--- config.mk ---
export PLATFORM = sky130hd
export DESIGN_NAME = ascii_number_entry_parser_unit
export DESIGN_NICKNAME = d
export VERILOG_FILES = /design/src/hw/rtl/anep_pkg.sv /design/src/hw/rtl/ascii_number_entry_parser_unit.sv /design/src/hw/rtl/anep_front.sv /design/src/hw/rtl/anep_queue.sv /design/src/hw/rtl/anep_back.sv
export SDC_FILE = /design/constraint.sdc
export NUM_CORES = 1
export LEC_CHECK = 0
export BUFFER_PORTS_ARGS = -buffer_cell sky130_fd_sc_hd__clkbuf_2
export CAP_MARGIN = 20
export CELL_PAD_IN_SITES_DETAIL_PLACEMENT = 0
export CELL_PAD_IN_SITES_GLOBAL_PLACEMENT = 1
export CORE_ASPECT_RATIO = 1.1
export CORE_MARGIN = 2
export CORE_UTILIZATION = 40
export CTS_CLUSTER_SIZE = 12
export DETAILED_ROUTE_END_ITERATION = 10
export PLACE_DENSITY_LB_ADDON = 0.1
export SLEW_MARGIN = 40
export SYNTH_ARGS = -nofsm -noshare
export SYNTH_HDL_FRONTEND = slang
export SYNTH_SLANG_ARGS = --single-unit
export TNS_END_PERCENT = 20
--- constraint.sdc ---
create_clock -name clk -period 23.4 [get_ports clk]
set_clock_uncertainty 0.05 [all_clocks]
set_input_delay 4.68 -clock clk [delete_from_list [all_inputs] [get_ports clk]]
set_output_delay 4.68 -clock clk [all_outputs]
set_load 0.02 [all_outputs]
--- src/hw/rtl/anep_pkg.sv ---
// shared types, codes and constants for the ascii number entry parser
`timescale 1ns / 1ps

package anep_pkg;

    // command codes passed from the classifier to the executor
    localparam logic [1:0] OP_DIGIT = 2'd0;
    localparam logic [1:0] OP_BS    = 2'd1;
    localparam logic [1:0] OP_CR    = 2'd2;

    localparam logic [7:0] CHAR_CR = 8'd13;
    localparam logic [7:0] CHAR_BS = 8'd8;

    localparam logic       KIND_ECHO   = 1'b0;
    localparam logic       KIND_NUMBER = 1'b1;

    // floor(x / 10) == (x * RECIP_DIV10) >> DIV10_SHIFT for every 32-bit x
    localparam logic [31:0] RECIP_DIV10 = 32'hCCCC_CCCD;
    localparam int          DIV10_SHIFT = 35;

    localparam logic [15:0] COUNT_MAX = 16'hFFFF;

    localparam int ANEP_QUEUE_DEPTH = 2;

    typedef struct packed {
        logic [1:0] op;
        logic [7:0] rx_char;
        logic [3:0] digit;
        logic       hex;
    } cmd_t;

endpackage

--- src/hw/rtl/ascii_number_entry_parser_unit.sv ---
// top level of the ascii number entry parser
`timescale 1ns / 1ps

// ascii number entry parser: takes one received character per item on the
// in channel and builds an unsigned 32-bit number, decimal or hex as set by
// the one-bit mode register on the cfg port (write only while idle). a digit
// yields an echo item, a backspace with digits pending yields an echo and
// drops the last digit, a carriage return yields the finished number and
// clears the entry, anything else yields nothing. throughput is one item per
// clock when nothing stalls; an accepted character is queued and then
// registered at the output before it shows on the out channel. the front
// classifies each character in the cycle it is accepted, a short command
// queue (QUEUE_DEPTH entries) sits between the front and the executor, and
// the executor updates the value (constant multiply for the digit,
// reciprocal multiply for the divide by ten) into a registered output stage.
module ascii_number_entry_parser_unit
    import anep_pkg::*;
#(
    parameter int QUEUE_DEPTH = ANEP_QUEUE_DEPTH
)
(
    input  logic        clk,
    input  logic        rst_n,
    // mode register write port
    input  logic        cfg_valid,
    output logic        cfg_ready,
    input  logic        cfg_data,
    // character items in
    input  logic        in_valid,
    output logic        in_stall,
    input  logic [7:0]  rx_char,
    // result items out
    output logic        out_valid,
    input  logic        out_stall,
    output logic        result_kind,
    output logic [7:0]  echo_char,
    output logic [31:0] entered_value
);

    // classifier to queue
    logic push;
    cmd_t push_cmd;
    logic q_full;

    // queue to executor
    logic pop;
    logic q_not_empty;
    cmd_t head_cmd;

    // front end: mode register and character classification
    anep_front u_front
    (
        .clk       (clk),
        .rst_n     (rst_n),
        .cfg_valid (cfg_valid),
        .cfg_ready (cfg_ready),
        .cfg_data  (cfg_data),
        .in_valid  (in_valid),
        .in_stall  (in_stall),
        .rx_char   (rx_char),
        .q_full    (q_full),
        .push      (push),
        .push_cmd  (push_cmd)
    );

    // decouples the two sides so either can stall on its own
    anep_queue #(
        .DEPTH (QUEUE_DEPTH)
    ) u_queue
    (
        .clk       (clk),
        .rst_n     (rst_n),
        .push      (push),
        .push_cmd  (push_cmd),
        .full      (q_full),
        .pop       (pop),
        .not_empty (q_not_empty),
        .head_cmd  (head_cmd)
    );

    // executor: value and digit count, output register
    anep_back u_back
    (
        .clk           (clk),
        .rst_n         (rst_n),
        .q_not_empty   (q_not_empty),
        .head_cmd      (head_cmd),
        .pop           (pop),
        .out_valid     (out_valid),
        .out_stall     (out_stall),
        .result_kind   (result_kind),
        .echo_char     (echo_char),
        .entered_value (entered_value)
    );

endmodule

--- src/hw/rtl/anep_front.sv ---
// front end: holds the mode register and classifies received characters
`timescale 1ns / 1ps

module anep_front
    import anep_pkg::*;
(
    input  logic       clk,
    input  logic       rst_n,
    input  logic       cfg_valid,
    output logic       cfg_ready,
    input  logic       cfg_data,
    input  logic       in_valid,
    output logic       in_stall,
    input  logic [7:0] rx_char,
    input  logic       q_full,
    output logic       push,
    output cmd_t       push_cmd
);

    logic hex_mode_reg;
    logic hex_mode_next;
    logic is_digit;
    logic keep;
    logic [3:0] digit_val;

    assign cfg_ready = 1'b1;

    always_comb
    begin
        hex_mode_next = hex_mode_reg;
        if (cfg_valid)
        begin
            hex_mode_next = cfg_data;
        end
    end

    always_ff @(posedge clk or negedge rst_n)
    begin
        if (!rst_n)
        begin
            hex_mode_reg <= 1'b0;
        end
        else
        begin
            hex_mode_reg <= hex_mode_next;
        end
    end

    // digit decode for the mode in force at arrival
    always_comb
    begin
        is_digit  = 1'b0;
        digit_val = 4'd0;
        if (rx_char >= "0" && rx_char <= "9")
        begin
            is_digit  = 1'b1;
            digit_val = 4'(rx_char - "0");
        end
        else if (hex_mode_reg && rx_char >= "A" && rx_char <= "F")
        begin
            is_digit  = 1'b1;
            digit_val = 4'(rx_char - "A" + 8'd10);
        end
        else if (hex_mode_reg && rx_char >= "a" && rx_char <= "f")
        begin
            is_digit  = 1'b1;
            digit_val = 4'(rx_char - "a" + 8'd10);
        end
    end

    always_comb
    begin
        keep             = 1'b1;
        push_cmd.rx_char = rx_char;
        push_cmd.digit   = digit_val;
        push_cmd.hex     = hex_mode_reg;
        push_cmd.op      = OP_DIGIT;
        if (rx_char == CHAR_CR)
        begin
            push_cmd.op = OP_CR;
        end
        else if (is_digit)
        begin
            push_cmd.op = OP_DIGIT;
        end
        else if (rx_char == CHAR_BS)
        begin
            push_cmd.op = OP_BS;
        end
        else
        begin
            keep = 1'b0;
        end
    end

    // ignored characters are accepted and dropped here
    assign in_stall = q_full;
    assign push     = in_valid && !q_full && keep;

endmodule

--- src/hw/rtl/anep_queue.sv ---
// small command queue between the classifier and the executor
`timescale 1ns / 1ps

module anep_queue
    import anep_pkg::*;
#(
    parameter int DEPTH = ANEP_QUEUE_DEPTH
)
(
    input  logic clk,
    input  logic rst_n,
    input  logic push,
    input  cmd_t push_cmd,
    output logic full,
    input  logic pop,
    output logic not_empty,
    output cmd_t head_cmd
);

    localparam int PTR_W = (DEPTH > 1) ? $clog2(DEPTH) : 1;
    localparam int CNT_W = $clog2(DEPTH + 1);
    localparam logic [PTR_W-1:0] LAST_PTR = PTR_W'(DEPTH - 1);
    localparam logic [CNT_W-1:0] FULL_CNT = CNT_W'(DEPTH);

    cmd_t entries [DEPTH];
    logic [PTR_W-1:0] wr_ptr_reg, wr_ptr_next;
    logic [PTR_W-1:0] rd_ptr_reg, rd_ptr_next;
    logic [CNT_W-1:0] count_reg, count_next;

    assign full      = (count_reg == FULL_CNT);
    assign not_empty = (count_reg != '0);
    assign head_cmd  = entries[rd_ptr_reg];

    always_comb
    begin
        wr_ptr_next = wr_ptr_reg;
        rd_ptr_next = rd_ptr_reg;
        count_next  = count_reg;
        if (push)
        begin
            wr_ptr_next = (wr_ptr_reg == LAST_PTR) ? '0 : wr_ptr_reg + 1'b1;
        end
        if (pop)
        begin
            rd_ptr_next = (rd_ptr_reg == LAST_PTR) ? '0 : rd_ptr_reg + 1'b1;
        end
        if (push && !pop)
        begin
            count_next = count_reg + 1'b1;
        end
        else if (pop && !push)
        begin
            count_next = count_reg - 1'b1;
        end
    end

    always_ff @(posedge clk or negedge rst_n)
    begin
        if (!rst_n)
        begin
            wr_ptr_reg <= '0;
            rd_ptr_reg <= '0;
            count_reg  <= '0;
        end
        else
        begin
            wr_ptr_reg <= wr_ptr_next;
            rd_ptr_reg <= rd_ptr_next;
            count_reg  <= count_next;
        end
    end

    always_ff @(posedge clk)
    begin
        if (push)
        begin
            entries[wr_ptr_reg] <= push_cmd;
        end
    end

endmodule

--- src/hw/rtl/anep_back.sv ---
// back end: running value, digit count and the registered result
`timescale 1ns / 1ps

module anep_back
    import anep_pkg::*;
(
    input  logic        clk,
    input  logic        rst_n,
    input  logic        q_not_empty,
    input  cmd_t        head_cmd,
    output logic        pop,
    output logic        out_valid,
    input  logic        out_stall,
    output logic        result_kind,
    output logic [7:0]  echo_char,
    output logic [31:0] entered_value
);

    logic [31:0] value_reg, value_next;
    logic [15:0] count_reg, count_next;
    logic        out_valid_reg, out_valid_next;
    logic        kind_reg, kind_next;
    logic [7:0]  echo_reg, echo_next;
    logic [31:0] entered_reg, entered_next;

    logic        produce;
    logic [31:0] value_shifted;
    logic [63:0] recip_prod;
    logic [31:0] value_div;

    assign pop = q_not_empty && (!out_valid_reg || !out_stall);

    // value * base, wrapping
    assign value_shifted = head_cmd.hex ? {value_reg[27:0], 4'd0}
                                        : ({value_reg[28:0], 3'd0} + {value_reg[30:0], 1'b0});

    assign recip_prod = {32'd0, value_reg} * {32'd0, RECIP_DIV10};
    assign value_div  = head_cmd.hex ? {4'd0, value_reg[31:4]}
                                     : {3'd0, recip_prod[63:DIV10_SHIFT]};

    always_comb
    begin
        value_next   = value_reg;
        count_next   = count_reg;
        produce      = 1'b0;
        kind_next    = kind_reg;
        echo_next    = echo_reg;
        entered_next = entered_reg;
        if (pop)
        begin
            unique case (head_cmd.op)
                OP_CR:
                begin
                    produce      = 1'b1;
                    kind_next    = KIND_NUMBER;
                    echo_next    = 8'd0;
                    entered_next = value_reg;
                    value_next   = 32'd0;
                    count_next   = 16'd0;
                end
                OP_DIGIT:
                begin
                    produce      = 1'b1;
                    kind_next    = KIND_ECHO;
                    echo_next    = head_cmd.rx_char;
                    entered_next = 32'd0;
                    value_next   = value_shifted + {28'd0, head_cmd.digit};
                    if (count_reg != COUNT_MAX)
                    begin
                        count_next = count_reg + 16'd1;
                    end
                end
                OP_BS:
                begin
                    if (count_reg != 16'd0)
                    begin
                        produce      = 1'b1;
                        kind_next    = KIND_ECHO;
                        echo_next    = head_cmd.rx_char;
                        entered_next = 32'd0;
                        value_next   = value_div;
                        count_next   = count_reg - 16'd1;
                    end
                end
                default:
                begin
                    produce = 1'b0;
                end
            endcase
        end
    end

    always_comb
    begin
        out_valid_next = out_valid_reg;
        if (produce)
        begin
            out_valid_next = 1'b1;
        end
        else if (out_valid_reg && !out_stall)
        begin
            out_valid_next = 1'b0;
        end
    end

    always_ff @(posedge clk or negedge rst_n)
    begin
        if (!rst_n)
        begin
            value_reg     <= 32'd0;
            count_reg     <= 16'd0;
            out_valid_reg <= 1'b0;
        end
        else
        begin
            value_reg     <= value_next;
            count_reg     <= count_next;
            out_valid_reg <= out_valid_next;
        end
    end

    always_ff @(posedge clk)
    begin
        if (produce)
        begin
            kind_reg    <= kind_next;
            echo_reg    <= echo_next;
            entered_reg <= entered_next;
        end
    end

    assign out_valid     = out_valid_reg;
    assign result_kind   = kind_reg;
    assign echo_char     = echo_reg;
    assign entered_value = entered_reg;

endmodule

==> flow_summary.ini <==
[cells_and_area]
drive_above_1_share = 0.0634
area_growth_pct = 6.72
n_fill_cell = 6307
nets = 3435

[die]
dieHeight_um = 269
placementRows = 97
io_pins = 58
initial_utilization = 0.403
chipWidth_um = 245
dieArea_sq_um = 65900
core_area_sq_um = 63400

[worst_setup_path]
cpMostUsedCell = fa_1
critical-path-slowest-cell = dfrtp_1
cp_cell_sequence = ha_1 > xor2_1 > xor2_1 > fa_1 > fa_1 > fa_1 > fa_1 > fa_1 > inv_1 > fa_1 > inv_1 > ha_1 > and4_1 > nand3_1 > or2_2 > o22ai_1 > o21ai_1 > nand3_1 > nand2_1 > nor3_1 > a211oi_1 > and4b_1 > o32a_1
startpoint_type = register
worstPathMaxFanout = 13
worst_setup_path_end_kind = register
arrival_ns = 9.21
worstSetupPathType = reg2reg
rr_worst_depth = 23
crit_required_ns = 23.67
cp_slowest_stage_delay_ns = 0.92

[sta]
slew_headroom = 0.410
clock.fmax_mhz = 112
fin_crit_sh = 0.382
finalSetupViolCount = 0
rsz0062_at_grt = false
post-route-min-period_ns = 8.94
finalHoldViolations = 0
maxSlewViolCount = 0
finalSetupTns_ns = 0
worst_slew_pin_slew_ns = 0.885

[clocking]
clockRootBuffer = clkbuf_16
htreeDepth = 4
post_cts_resized = 0
postCtsSetupBuffers = 0
clk_pin_slew_ns = 0.06
cts_made_buffers = 17
cts_hold_buf = 0
cts_tree = done
cts.path.max_buffers = 2
clock_sinks = 125
clk_latency_ns = 0.44

[place]
dp_hpwl_um = 69900
gp_congestion = 0.938
port_buffers = 56

[global_routing]
antenna_found_initial = 4
grt_pass1_wl_um = 124000
grt_pass1_vias = 20000
overflow = 0
grt_max_degree = 67
grt_use_total = 0.255

[synthesis]
synth.area.top_cells = fa_1, ha_1, inv_1
syn-cell-area_sq_um = 25500
avgSynthCellArea_sq_um = 9.79
synthArstFlopShare = 0.432
yosysTopAreaCell = fa_1
synth_top_area_share = 0.305
ys_warn_count = 0
synth_most_common_cell = inv_1
synth_edf_count = 71
post_synth_most_frequent_cells = inv_1, ha_1, fa_1
syn_nets = 3405
ys.flop_type = edfxtp_1
seq_area_frac_synth = 0.136
synth_cell_types = 100
netlist_instances = 2608
ys_ff_latch = 125

[route]
drtIter0Drc = 975
wl_per_cell_um = 23.2
dr_total_vias = 18300
first_pass_iters = 5
drcViolationCount = 0
viasPerCell = 5.25
drtAntennaViolNets = 0
routed_wirelength_um = 81000

[min_path]
hold_class = reg2reg
hold_depth = 1

[status]
status = finished clean

[job]
cap_violations = 0
per-stage QoR:
step | std cells | area (sq um) | setup slack, ns | utilization | hold WS, ns
floorplan | 2608 | 25500 | 15.70 | - | 0.406
global placement | 3460 | 26700 | 14.63 | 0.421 | 0.437
detailed placement | 3460 | 26700 | 14.58 | 0.421 | 0.463
CTS | 3492 | 27200 | 14.56 | 0.430 | 0.480
global route | 3492 | 27200 | 14.17 | 0.430 | 0.493
finish | 3493 | 27200 | 14.46 | 0.430 | 0.473
worst paths after layout:
check / from / to / slack [ns]
setup / recovery: u_back.value_reg[2]$_DFFE_PN0P_ / u_back.value_reg[28]$_DFFE_PN0P_ / 14.46
hold / removal: u_back.count_reg[15]$_DFFE_PN0P_ / u_back.count_reg[15]$_DFFE_PN0P_ / 0.47
setup reg to reg: u_back.value_reg[2]$_DFFE_PN0P_ / u_back.value_reg[28]$_DFFE_PN0P_ / 14.46
hold reg to reg: u_back.count_reg[15]$_DFFE_PN0P_ / u_back.count_reg[15]$_DFFE_PN0P_ / 0.47
max in group asynchronous: rst_n / u_back.value_reg[17]$_DFFE_PN0P_ / 18.60
min in group asynchronous: rst_n / u_queue.wr_ptr_reg$_DFFE_PN0P_ / 4.27
worst max-delay path: cells and delay by family, from the launching register on:
family,cells,cell delay (ns)
fa+ha+maj,8,4.09
simple gates,7,1.43
compound gates,4,1.33
flops,1,0.92
xor+xnor,2,0.89
buf+inv,2,0.09
logic make-up after synthesis:
logic type,Yosys count,share of synthesized area
mux,29,0.0121
xor+xnor,128,0.0439
other cells,1,0.000147
flops,125,0.136
simple gates,433,0.0873
compound gates,402,0.114
buf+inv,707,0.108
fa+ha+maj,783,0.498
placed cells by master (no fill, tap or decap), types with 56 or more instances in the layout:
master      n
o21ai_0    58
a21o_1     61
inv_1     641
edfxtp_1   71
fa_1      389
a21oi_1    84
xor2_1     69
nor2_1     94
ha_1      394
nand2_1   121
clkbuf_2   56
xnor2_1    59
layer usage:
metal | global-route usage | share of wire | up-vias
met4 | 0.0921 | 0.036 | 0
li1 | - | - | 8558
met5 | 0 | 0 | -
met3 | 0.0310 | 0.038 | 103
met1 | 0.322 | 0.43 | 9241
met2 | 0.448 | 0.50 | 419
area by class of cell:
class | count | area (sq um) | area share
Multi-Input combinational cell | 1776 | 19300 | 0.709
Sequential cell | 125 | 3480 | 0.128
Inverter | 643 | 2410 | 0.0886
Tap cell | 841 | 1050 | 0.0386
Clock buffer | 19 | 433 | 0.0159
Timing Repair Buffer | 75 | 430 | 0.0158
Clock inverter | 13 | 108 | 0.00395
Antenna cell | 1 | 2.50 | 0.0000919
Power is left out: the tool's default activity adds up to more than one toggle a clock period on the data nets, which glitch-free logic cannot reach.
